<file path="src/rtl/core/gtsf_pkg.sv">
// gtsf_pkg: types and constants shared by the split finder modules
// no dependencies
`default_nettype none

package gtsf_pkg;

	localparam int DEF_FRAC_BITS = 16;
	localparam int DEF_SUM_WIDTH = 48;

	localparam int FEAT_W   = 32;
	localparam int GAIN_W   = 64;
	localparam int TOTAL_W  = 48;
	localparam int LAMBDA_W = 31;
	localparam int TERM_W   = 63;
	localparam int CFG_IDX_W  = 2;
	localparam int CFG_DATA_W = 48;

	localparam logic [GAIN_W-1:0] GAIN_MAX = {1'b0, {(GAIN_W-1){1'b1}}};

	typedef enum logic [CFG_IDX_W-1:0] {
		REG_TOTAL_GRAD = 2'd0,
		REG_TOTAL_HESS = 2'd1,
		REG_L2_LAMBDA  = 2'd2
	} cfg_reg_t;

	typedef enum logic [1:0] {
		TERM_LEFT   = 2'd0,
		TERM_RIGHT  = 2'd1,
		TERM_PARENT = 2'd2
	} term_sel_t;

	typedef enum logic [3:0] {
		ST_IDLE,
		ST_CHECK,
		ST_LOAD,
		ST_MUL,
		ST_DIV,
		ST_STORE,
		ST_JUDGE,
		ST_UPDATE,
		ST_EMIT
	} state_t;

	typedef struct packed {
		logic      load_in;
		logic      load_term;
		logic      mul_step;
		logic      div_step;
		logic      store_term;
		term_sel_t term_sel;
		logic      calc_gain;
		logic      update;
		logic      cmp_best;
		logic      emit;
	} dp_cmd_t;

	typedef struct packed {
		logic boundary;
		logic last;
		logic out_free;
	} dp_sts_t;

endpackage

`default_nettype wire

</file>
<file path="src/rtl/core/gradient_tree_split_finder.sv">
// gradient_tree_split_finder: exact greedy split search over a sorted node.
// An item without a feature change goes straight to the sum update; an item
// at a feature change first scores three terms in turn on the shared
// shift-add squarer and restoring divider. The last item adds an emit state
// that loads the result register. One item at a time.
// Reset clears node state, totals to zero and l2_lambda to 1.0.
`default_nettype none

module gradient_tree_split_finder #(
	parameter int FRAC_BITS = gtsf_pkg::DEF_FRAC_BITS,
	parameter int SUM_WIDTH = gtsf_pkg::DEF_SUM_WIDTH
) (
	input  wire logic                               clk,
	input  wire logic                               arst_n,
	input  wire logic                               cfg_write,
	input  wire logic [gtsf_pkg::CFG_IDX_W-1:0]     cfg_index,
	input  wire logic [gtsf_pkg::CFG_DATA_W-1:0]    cfg_data,
	input  wire logic                               in_valid,
	output logic                                    in_stall,
	input  wire logic signed [gtsf_pkg::FEAT_W-1:0] feature_value,
	input  wire logic signed [31:0]                 grad_value,
	input  wire logic signed [31:0]                 hess_value,
	input  wire logic                               last_sample,
	output logic                                    out_valid,
	input  wire logic                               out_stall,
	output logic signed [gtsf_pkg::FEAT_W-1:0]      split_threshold,
	output logic signed [gtsf_pkg::GAIN_W-1:0]      split_gain,
	output logic                                    split_found
);
	import gtsf_pkg::*;

	dp_cmd_t cmd;
	dp_sts_t sts;

	gtsf_ctrl #(
		.SumWidth(SUM_WIDTH)
	) u_ctrl (
		.clk      (clk),
		.arst_n   (arst_n),
		.in_valid (in_valid),
		.in_stall (in_stall),
		.sts      (sts),
		.cmd      (cmd)
	);

	gtsf_dp #(
		.FracBits(FRAC_BITS),
		.SumWidth(SUM_WIDTH)
	) u_dp (
		.clk             (clk),
		.arst_n          (arst_n),
		.cmd             (cmd),
		.sts             (sts),
		.cfg_write       (cfg_write),
		.cfg_index       (cfg_index),
		.cfg_data        (cfg_data),
		.feature_value   (feature_value),
		.grad_value      (grad_value),
		.hess_value      (hess_value),
		.last_sample     (last_sample),
		.out_stall       (out_stall),
		.out_valid       (out_valid),
		.split_threshold (split_threshold),
		.split_gain      (split_gain),
		.split_found     (split_found)
	);

endmodule

`default_nettype wire

</file>
<file path="src/rtl/core/gtsf_dp.sv">
// gtsf_dp: datapath with configuration registers, running sums, shared
// shift-add squarer and restoring divider, best-split tracking, result register
// depends on gtsf_pkg
`default_nettype none

module gtsf_dp #(
	parameter int FracBits = gtsf_pkg::DEF_FRAC_BITS,
	parameter int SumWidth = gtsf_pkg::DEF_SUM_WIDTH
) (
	input  wire logic                                  clk,
	input  wire logic                                  arst_n,
	input  wire gtsf_pkg::dp_cmd_t                     cmd,
	output gtsf_pkg::dp_sts_t                          sts,
	input  wire logic                                  cfg_write,
	input  wire logic [gtsf_pkg::CFG_IDX_W-1:0]        cfg_index,
	input  wire logic [gtsf_pkg::CFG_DATA_W-1:0]       cfg_data,
	input  wire logic signed [gtsf_pkg::FEAT_W-1:0]    feature_value,
	input  wire logic signed [31:0]                    grad_value,
	input  wire logic signed [31:0]                    hess_value,
	input  wire logic                                  last_sample,
	input  wire logic                                  out_stall,
	output logic                                       out_valid,
	output logic signed [gtsf_pkg::FEAT_W-1:0]         split_threshold,
	output logic signed [gtsf_pkg::GAIN_W-1:0]         split_gain,
	output logic                                       split_found
);
	import gtsf_pkg::*;

	localparam int PW = 2 * SumWidth;

	logic signed [TOTAL_W-1:0]  tot_grad_q, tot_hess_q;
	logic [LAMBDA_W-1:0]        lambda_q;

	logic signed [FEAT_W-1:0]   feat_q;
	logic signed [31:0]         grad_q, hess_q;
	logic                       last_q;

	logic signed [SumWidth-1:0] lsum_g_q, lsum_h_q;
	logic signed [FEAT_W-1:0]   prev_q, first_q, best_thr_q;
	logic signed [GAIN_W-1:0]   best_gain_q, gain_q;
	logic                       seen_q, found_q;

	logic [SumWidth-1:0]        mul_a_q, mul_b_q, dvs_q, rem_q;
	logic [PW-1:0]              prod_q;
	logic                       dzero_q;
	logic [TERM_W-1:0]          tl_q, tp_q;
	logic [GAIN_W-1:0]          sum_q;

	logic                       out_valid_q;
	logic signed [FEAT_W-1:0]   out_thr_q;
	logic signed [GAIN_W-1:0]   out_gain_q;
	logic                       out_found_q;

	logic signed [SumWidth-1:0] gt, ht, op_g, op_h;
	logic signed [SumWidth:0]   hd;
	logic [SumWidth-1:0]        op_abs;
	logic [SumWidth:0]          rem_ext, rem_sub;
	logic                       rem_ge;
	logic [TERM_W-1:0]          term_val;
	logic signed [GAIN_W+1:0]   diff;
	logic signed [FEAT_W:0]     mid_sum;

	assign gt = SumWidth'(tot_grad_q);
	assign ht = SumWidth'(tot_hess_q);

	always_comb begin
		unique case (cmd.term_sel)
			TERM_LEFT: begin
				op_g = lsum_g_q;
				op_h = lsum_h_q;
			end
			TERM_RIGHT: begin
				op_g = gt - lsum_g_q;
				op_h = ht - lsum_h_q;
			end
			default: begin
				op_g = gt;
				op_h = ht;
			end
		endcase
	end

	assign hd = $signed({op_h[SumWidth-1], op_h}) + $signed({(SumWidth-30)'(0), lambda_q});
	assign op_abs = op_g[SumWidth-1] ? (~op_g + SumWidth'(1)) : op_g;

	assign rem_ext = {rem_q, prod_q[PW-1]};
	assign rem_sub = rem_ext - {1'b0, dvs_q};
	assign rem_ge  = (rem_ext >= {1'b0, dvs_q});

	assign term_val = dzero_q ? '0 : ((|prod_q[PW-1:TERM_W]) ? '1 : prod_q[TERM_W-1:0]);

	assign diff = $signed({2'b00, sum_q}) - $signed({3'b000, tp_q});
	assign mid_sum = $signed({prev_q[FEAT_W-1], prev_q}) + $signed({feat_q[FEAT_W-1], feat_q});

	// configuration registers
	always_ff @(posedge clk or negedge arst_n) begin
		if (!arst_n) begin
			tot_grad_q <= '0;
			tot_hess_q <= '0;
			lambda_q   <= LAMBDA_W'(1) << FracBits;
		end else if (cfg_write) begin
			unique case (cfg_index)
				REG_TOTAL_GRAD: tot_grad_q <= cfg_data[TOTAL_W-1:0];
				REG_TOTAL_HESS: tot_hess_q <= cfg_data[TOTAL_W-1:0];
				REG_L2_LAMBDA:  lambda_q   <= cfg_data[LAMBDA_W-1:0];
				default: ;
			endcase
		end
	end

	// item latch and term unit
	always_ff @(posedge clk) begin
		if (cmd.load_in) begin
			feat_q <= feature_value;
			grad_q <= grad_value;
			hess_q <= hess_value;
			last_q <= last_sample;
		end
		if (cmd.load_term) begin
			mul_a_q <= op_abs;
			mul_b_q <= op_abs;
			prod_q  <= '0;
			rem_q   <= '0;
			dvs_q   <= hd[SumWidth-1:0];
			dzero_q <= hd[SumWidth] || (hd == '0);
		end else if (cmd.mul_step) begin
			prod_q  <= {prod_q[PW-2:0], 1'b0} +
				(mul_b_q[SumWidth-1] ? {SumWidth'(0), mul_a_q} : PW'(0));
			mul_b_q <= mul_b_q << 1;
		end else if (cmd.div_step) begin
			rem_q  <= rem_ge ? rem_sub[SumWidth-1:0] : rem_ext[SumWidth-1:0];
			prod_q <= {prod_q[PW-2:0], rem_ge};
		end
		if (cmd.store_term) begin
			unique case (cmd.term_sel)
				TERM_LEFT:  tl_q  <= term_val;
				TERM_RIGHT: sum_q <= {1'b0, tl_q} + {1'b0, term_val};
				default:    tp_q  <= term_val;
			endcase
		end
		if (cmd.calc_gain)
			gain_q <= (!diff[GAIN_W+1] && (diff[GAIN_W] || diff[GAIN_W-1])) ?
				GAIN_MAX : diff[GAIN_W-1:0];
	end

	// node state
	always_ff @(posedge clk or negedge arst_n) begin
		if (!arst_n) begin
			lsum_g_q    <= '0;
			lsum_h_q    <= '0;
			prev_q      <= '0;
			first_q     <= '0;
			best_thr_q  <= '0;
			best_gain_q <= '0;
			seen_q      <= 1'b0;
			found_q     <= 1'b0;
		end else if (cmd.emit) begin
			lsum_g_q    <= '0;
			lsum_h_q    <= '0;
			prev_q      <= '0;
			first_q     <= '0;
			best_thr_q  <= '0;
			best_gain_q <= '0;
			seen_q      <= 1'b0;
			found_q     <= 1'b0;
		end else if (cmd.update) begin
			if (cmd.cmp_best && (gain_q > best_gain_q)) begin
				best_gain_q <= gain_q;
				best_thr_q  <= mid_sum[FEAT_W:1];
				found_q     <= 1'b1;
			end
			if (!seen_q)
				first_q <= feat_q;
			seen_q   <= 1'b1;
			prev_q   <= feat_q;
			lsum_g_q <= lsum_g_q + SumWidth'(grad_q);
			lsum_h_q <= lsum_h_q + SumWidth'(hess_q);
		end
	end

	// result register
	always_ff @(posedge clk or negedge arst_n) begin
		if (!arst_n)
			out_valid_q <= 1'b0;
		else if (cmd.emit)
			out_valid_q <= 1'b1;
		else if (!out_stall)
			out_valid_q <= 1'b0;
	end

	always_ff @(posedge clk) begin
		if (cmd.emit) begin
			out_thr_q   <= found_q ? best_thr_q : first_q;
			out_gain_q  <= found_q ? best_gain_q : '0;
			out_found_q <= found_q;
		end
	end

	assign out_valid       = out_valid_q;
	assign split_threshold = out_thr_q;
	assign split_gain      = out_gain_q;
	assign split_found     = out_found_q;

	assign sts.boundary = seen_q && (feat_q != prev_q);
	assign sts.last     = last_q;
	assign sts.out_free = !out_valid_q || !out_stall;

	a_emit_clears: assert property (@(posedge clk) disable iff (!arst_n)
		cmd.emit |=> out_valid && !seen_q && !found_q)
		else $error("state not cleared after result");

	a_found_gain_pos: assert property (@(posedge clk) disable iff (!arst_n)
		(out_valid && split_found) |-> (split_gain > 0))
		else $error("split reported with non-positive gain");

	a_best_positive: assert property (@(posedge clk) disable iff (!arst_n)
		found_q |-> (best_gain_q > 0))
		else $error("best gain kept without being positive");

endmodule

`default_nettype wire

</file>
<file path="src/rtl/core/gtsf_ctrl.sv">
// gtsf_ctrl: controller state machine sequencing item intake, the three
// score terms, gain judgement, sum update and result hand-off
// depends on gtsf_pkg
`default_nettype none

module gtsf_ctrl #(
	parameter int SumWidth = gtsf_pkg::DEF_SUM_WIDTH
) (
	input  wire logic              clk,
	input  wire logic              arst_n,
	input  wire logic              in_valid,
	output logic                   in_stall,
	input  wire gtsf_pkg::dp_sts_t sts,
	output gtsf_pkg::dp_cmd_t      cmd
);
	import gtsf_pkg::*;

	localparam int PW    = 2 * SumWidth;
	localparam int CNT_W = $clog2(PW);

	state_t          state_q, state_d;
	logic [CNT_W-1:0] cnt_q;
	term_sel_t       sel_q;
	logic            mul_end, div_end;

	assign mul_end = (cnt_q == CNT_W'(SumWidth - 1));
	assign div_end = (cnt_q == CNT_W'(PW - 1));

	always_comb begin
		state_d = state_q;
		unique case (state_q)
			ST_IDLE:   if (in_valid) state_d = ST_CHECK;
			ST_CHECK:  state_d = sts.boundary ? ST_LOAD : ST_UPDATE;
			ST_LOAD:   state_d = ST_MUL;
			ST_MUL:    if (mul_end) state_d = ST_DIV;
			ST_DIV:    if (div_end) state_d = ST_STORE;
			ST_STORE:  state_d = (sel_q == TERM_PARENT) ? ST_JUDGE : ST_LOAD;
			ST_JUDGE:  state_d = ST_UPDATE;
			ST_UPDATE: state_d = sts.last ? ST_EMIT : ST_IDLE;
			ST_EMIT:   if (sts.out_free) state_d = ST_IDLE;
			default:   state_d = ST_IDLE;
		endcase
	end

	always_comb begin
		cmd          = '0;
		cmd.term_sel = sel_q;
		in_stall     = (state_q != ST_IDLE);
		unique case (state_q)
			ST_IDLE:   cmd.load_in    = in_valid;
			ST_LOAD:   cmd.load_term  = 1'b1;
			ST_MUL:    cmd.mul_step   = 1'b1;
			ST_DIV:    cmd.div_step   = 1'b1;
			ST_STORE:  cmd.store_term = 1'b1;
			ST_JUDGE:  cmd.calc_gain  = 1'b1;
			ST_UPDATE: begin
				cmd.update   = 1'b1;
				cmd.cmp_best = sts.boundary;
			end
			ST_EMIT:   cmd.emit = sts.out_free;
			default: ;
		endcase
	end

	always_ff @(posedge clk or negedge arst_n) begin
		if (!arst_n) begin
			state_q <= ST_IDLE;
			cnt_q   <= '0;
			sel_q   <= TERM_LEFT;
		end else begin
			state_q <= state_d;
			if (state_q == ST_CHECK)
				sel_q <= TERM_LEFT;
			else if (state_q == ST_STORE && sel_q == TERM_LEFT)
				sel_q <= TERM_RIGHT;
			else if (state_q == ST_STORE && sel_q == TERM_RIGHT)
				sel_q <= TERM_PARENT;
			if (state_q == ST_LOAD || (state_q == ST_MUL && mul_end))
				cnt_q <= '0;
			else if (state_q == ST_MUL || state_q == ST_DIV)
				cnt_q <= cnt_q + CNT_W'(1);
		end
	end

	a_emit_free: assert property (@(posedge clk) disable iff (!arst_n)
		cmd.emit |-> sts.out_free)
		else $error("result issued into a busy output register");

	a_mul_to_div: assert property (@(posedge clk) disable iff (!arst_n)
		(state_q == ST_MUL && mul_end) |=> (state_q == ST_DIV && cnt_q == '0))
		else $error("divider not started after squaring");

	a_accept_idle: assert property (@(posedge clk) disable iff (!arst_n)
		cmd.load_in |=> (state_q == ST_CHECK))
		else $error("item taken without moving to check");

endmodule

`default_nettype wire

</file>
<file path="config.mk">
export PLATFORM = sky130hd
export DESIGN_NAME = gradient_tree_split_finder
export DESIGN_NICKNAME = d
export VERILOG_FILES = /design/src/rtl/core/gtsf_pkg.sv /design/src/rtl/core/gradient_tree_split_finder.sv /design/src/rtl/core/gtsf_dp.sv /design/src/rtl/core/gtsf_ctrl.sv
export SDC_FILE = /design/constraint.sdc
export NUM_CORES = 2
export LEC_CHECK = 0
export ABC_AREA = 1
export BUFFER_PORTS_ARGS = -buffer_cell sky130_fd_sc_hd__buf_4
export CORE_MARGIN = 1
export CORE_UTILIZATION = 28
export CTS_BUF_LIST = sky130_fd_sc_hd__clkbuf_4 sky130_fd_sc_hd__clkbuf_8
export DETAILED_ROUTE_END_ITERATION = 8
export MAX_ROUTING_LAYER = met4
export SYNTH_ARGS = -nofsm -noshare
export SYNTH_HDL_FRONTEND = slang
export SYNTH_HIERARCHICAL = 1
export SYNTH_SLANG_ARGS = --single-unit
export TNS_END_PERCENT = 10
</file>
<file path="constraint.sdc">
create_clock -name clk -period 18.8 [get_ports clk]
set_input_delay 1.88 -clock clk [delete_from_list [all_inputs] [get_ports clk]]
set_output_delay 1.88 -clock clk [all_outputs]
set_load 0.02 [all_outputs]
</file>
==> impl_metrics.json <==
{
  "status": "finished clean",
  "cp_max_fo": 37,
  "crit_path_top_delay_cell": "clkinv_1",
  "combinationalPowerShare_pct": 57.5,
  "place_ws_ns": 13.21,
  "crit_path_frequent_cell": "a21oi_1",
  "gp_congestion": 0.9808,
  "reg2reg_from": "u_dp/prod_q[89]",
  "track_usage_pct": 17.75,
  "fin_worst_skew_ns": 0.1252,
  "avgSynthCellArea_um2": 7.329,
  "dp_hpwl_um": 198700,
  "async_flop_share_pct": 35.12,
  "internal_power_mw": 7.781,
  "clkSlewWorstSetupHoldPaths_ns": 0.06,
  "p_seq_share_pct": 26.1,
  "clock_latency_ns": 0.98,
  "grtUsageMet2_pct": 26.28,
  "fmax_ghz": 0.1800,
  "synth_fp_nets": 11562,
  "power.density_mw_per_mm2": 171.9,
  "rsz0062_at_grt": "false",
  "fin_crit_ns": 5.556,
  "via_per_inst": 4.802,
  "relSlewSlack_pct": 22.79,
  "crit_required_ns": 19.49,
  "worstMarginPinSlew_ns": 1.154,
  "dpl_cell_area_mm2": 0.08566,
  "io_buffers": 250,
  "setup_viol": 0,
  "grt_max_degree": 148,
  "synth-edff-count": 593,
  "cp-start-kind": "flop",
  "stdcell_area_mm2": 0.09007,
  "netlist_instances": 10860,
  "cts.htree.levels": 4,
  "ctsResizeCount": 0,
  "cts_hold_buf": 0,
  "antenna_found_initial": 5,
  "grt_pass1_wl_um": 390600,
  "slew_violations": 0,
  "crit_type": "reg2reg",
  "final_antenna_net_count": 0,
  "p_leak_nw": 42.13,
  "drcViolationCount": 0,
  "die-area_mm2": 0.2864,
  "cts_buffer_depth": 4,
  "p_switching_mw": 7.706,
  "min_from": "u_dp/mul_b_q[26]",
  "grt_overflow": 0,
  "hp-class": "reg2reg",
  "r2r.worst_path.cells": 23,
  "startpoint": "u_dp/prod_q[89]",
  "grt_pass1_vias": 68494,
  "rows": 195,
  "die_width_um": 535.2,
  "wl_um": 253400,
  "met1_usage_pct": 25.02,
  "grt_use_met3_pct": 2.432,
  "yosys_register_bits": 1136,
  "drtIter0Drc": 5637,
  "crit_chain": "nor2_1, nand4_1, nor4_1, nand3_1, buf_4, clkinv_1, a21oi_1, ha_1, inv_1, fa_1, inv_1, nand3_1, nand2_1, a21oi_2, o21ai_1, a21oi_2, o21ai_2, a21oi_1, o21ai_1, a21oi_1, o21ai_0, a21oi_1, xor2_1",
  "synthFlopType": "edfxtp_1",
  "vdd_drop_max_uv": 103.6,
  "drive_gt1_share_pct": 7.675,
  "postCtsSetupBuffers": 0,
  "arrival_ns": 6.25,
  "tns_ns": 0,
  "busiest_layer": "met2",
  "pin_count": 251,
  "first_pass_iters": 6,
  "initial_core_util_pct": 28.17,
  "vias": 72187,
  "synth.distinct_cells": 73,
  "final_nets": 11825,
  "crit_path_end_kind": "flop",
  "power.share.clock_pct": 16.4,
  "syn_to_final_growth_pct": 13.16,
  "syn_area_mm2": 0.07959,
  "crit_path_max_incr_delay_ns": 0.74,
  "synth_warnings": 6,
  "root_buffer": "clkbuf_8",
  "period_share_pct": 29.56,
  "coreArea_mm2": 0.2825,
  "wl_per_cell_um": 16.86,
  "fp.dieH_um": 535.2,
  "hold_viol_final": 0,
  "ys_seq_area_share_pct": 38.54,
  "cts_tree": "yes",
  "setup_ws_ns": 13.24,
  "cts_sinks": 1136,
  "maxCapViolCount": 0,
  "switching_share_pct": 49.76,
  "cts_buffers": 203,
  "hold_depth": 2
}
-- power groups by stage --
| stage | Clock [mW] | Sequential, mW | Combinational, mW |
|---|---|---|---|
| 6_report | 2.54 | 4.04 | 8.90 |
| 5_1_grt | 2.72 | 4.11 | 10.0 |
| 3_3_place_gp | 0 | 4.06 | 8.74 |
| 4_1_cts | 2.62 | 4.03 | 8.81 |
| 2_1_floorplan | 0 | 3.93 | 6.37 |
| 3_5_place_dp | 0 | 4.08 | 8.77 |
-- registers in the layout, indices dropped and copies added, names as in the netlist, 63 cells and up --
register	flops
u_dp/tp_q	63
u_dp/split_gain	64
u_dp/best_gain_q	64
u_dp/tl_q	63
u_dp/gain_q	64
u_dp/prod_q	96
u_dp/sum_q	64
-- synthesized netlist by cell type, drive strengths merged (7+ instances only) --
cell type,n,share of area [%]
nand3b,33,0.33
o221ai,39,0.43
a31oi,187,1.5
dfrtp,398,13
nand4,111,0.90
inv,1778,8.4
nor4,59,0.46
nand3,515,3.3
or2,36,0.28
a221oi,17,0.19
a21boi,23,0.23
o21ai,823,5.2
dfxtp,144,3.6
o21a,43,0.41
o21bai,39,0.37
a211oi,9,0.085
a22oi,25,0.24
xor2,178,2.0
o2111ai,7,0.077
edfxtp,593,22
o31ai,9,0.085
and2,8,0.066
fa,10,0.25
clkbuf,167,0.79
nand2,2689,13
nor2,1016,5.0
nor3,97,0.61
o211ai,32,0.30
o22ai,55,0.44
ha,540,8.5
xnor2,117,1.3
a21o,24,0.23
a21oi,938,6.0
buf,75,0.49
-- kinds of logic (layout without fill, tap and decap cells) --
| logic type | count (synthesis) | count (layout) | share of synthesized area (%) |
|---|---|---|---|
| AO/OA/AOI/OAI | 2285 | 2285 | 15.90 |
| XOR/XNOR | 295 | 295 | 3.265 |
| adder cells (fa/ha/maj) | 550 | 550 | 8.741 |
| buffers and inverters | 2024 | 2448 | 9.682 |
| flip-flops | 1136 | 1136 | 38.54 |
| other | 0 | 6 | 0 |
| AND/OR/NAND/NOR | 4570 | 4570 | 23.87 |
-- worst max-delay path, delay by kind of cell (launching register included) --
| kind | cells | cell delay (ns) |
|---|---|---|
| AOI/OAI and AO/OA | 10 | 2.32 |
| xor gates and xnor gates | 1 | 0.16 |
| adders and majority gates | 2 | 0.65 |
| buffers and inverters | 4 | 1.21 |
| DFF | 1 | 0.45 |
| and+or+nand+nor | 6 | 0.51 |
-- cell usage in the layout (no fill, tap or decap), types with 34 or more instances in the layout --
cell type / count
a21oi_1: 929
a31oi_1: 187
buf_4: 298
clkbuf_4: 56
clkbuf_8: 234
dfrtp_1: 397
dfxtp_1: 144
edfxtp_1: 593
ha_1: 540
inv_1: 1749
nand2_1: 2635
nand2_2: 48
nand3_1: 500
nand4_1: 109
nor2_1: 967
nor3_1: 97
nor4_1: 58
o21a_1: 43
o21ai_0: 759
o21ai_1: 52
o21bai_1: 38
o221ai_1: 39
o22ai_1: 54
or2_2: 34
xnor2_1: 117
xor2_1: 176
-- per-stage QoR --
step	utilization [%]	hold slack [ns]	total power [mW]	instances
2_1_floorplan	-	0.4417	10.30	10860
3_3_place_gp	30.32	0.4549	12.80	14661
3_5_place_dp	30.32	0.4591	12.85	14661
4_1_cts	31.87	0.4278	15.46	15027
5_1_grt	31.87	0.4470	16.85	15028
6_report	31.88	0.4288	15.49	15033
-- area by class of cell --
type / instances / area (µm²)
well taps: 3743 / 4683
clock buffers: 290 / 3641
clock inverters: 76 / 747.0
inverters: 1782 / 6690
multi-input cells: 7700 / 41340
flip-flops and latches: 1136 / 30680
repair buffers: 300 / 2272
diodes: 6 / 15.01
fillers: 30806 / 192500
-- final timing paths --
path | end | slack (ns)
worst max-delay path | u_dp/sum_q[36] | 13.24
worst min-delay path | u_dp/mul_b_q[27] | 0.43
worst max register to register | u_dp/sum_q[36] | 13.24
worst min register to register | u_dp/mul_b_q[27] | 0.43
max in group asynchronous | u_dp/lambda_q[1] | 15.67
min in group asynchronous | u_dp/first_q[16] | 0.92
-- metal layers --
metal  share of wire [%]  vias up
li1                    -    36498
met1                  49    33120
met2                  42     2145
met3                 6.1      424
met4                 3.0        0
met5                   0        -
Power figures use the tool's default switching activity.
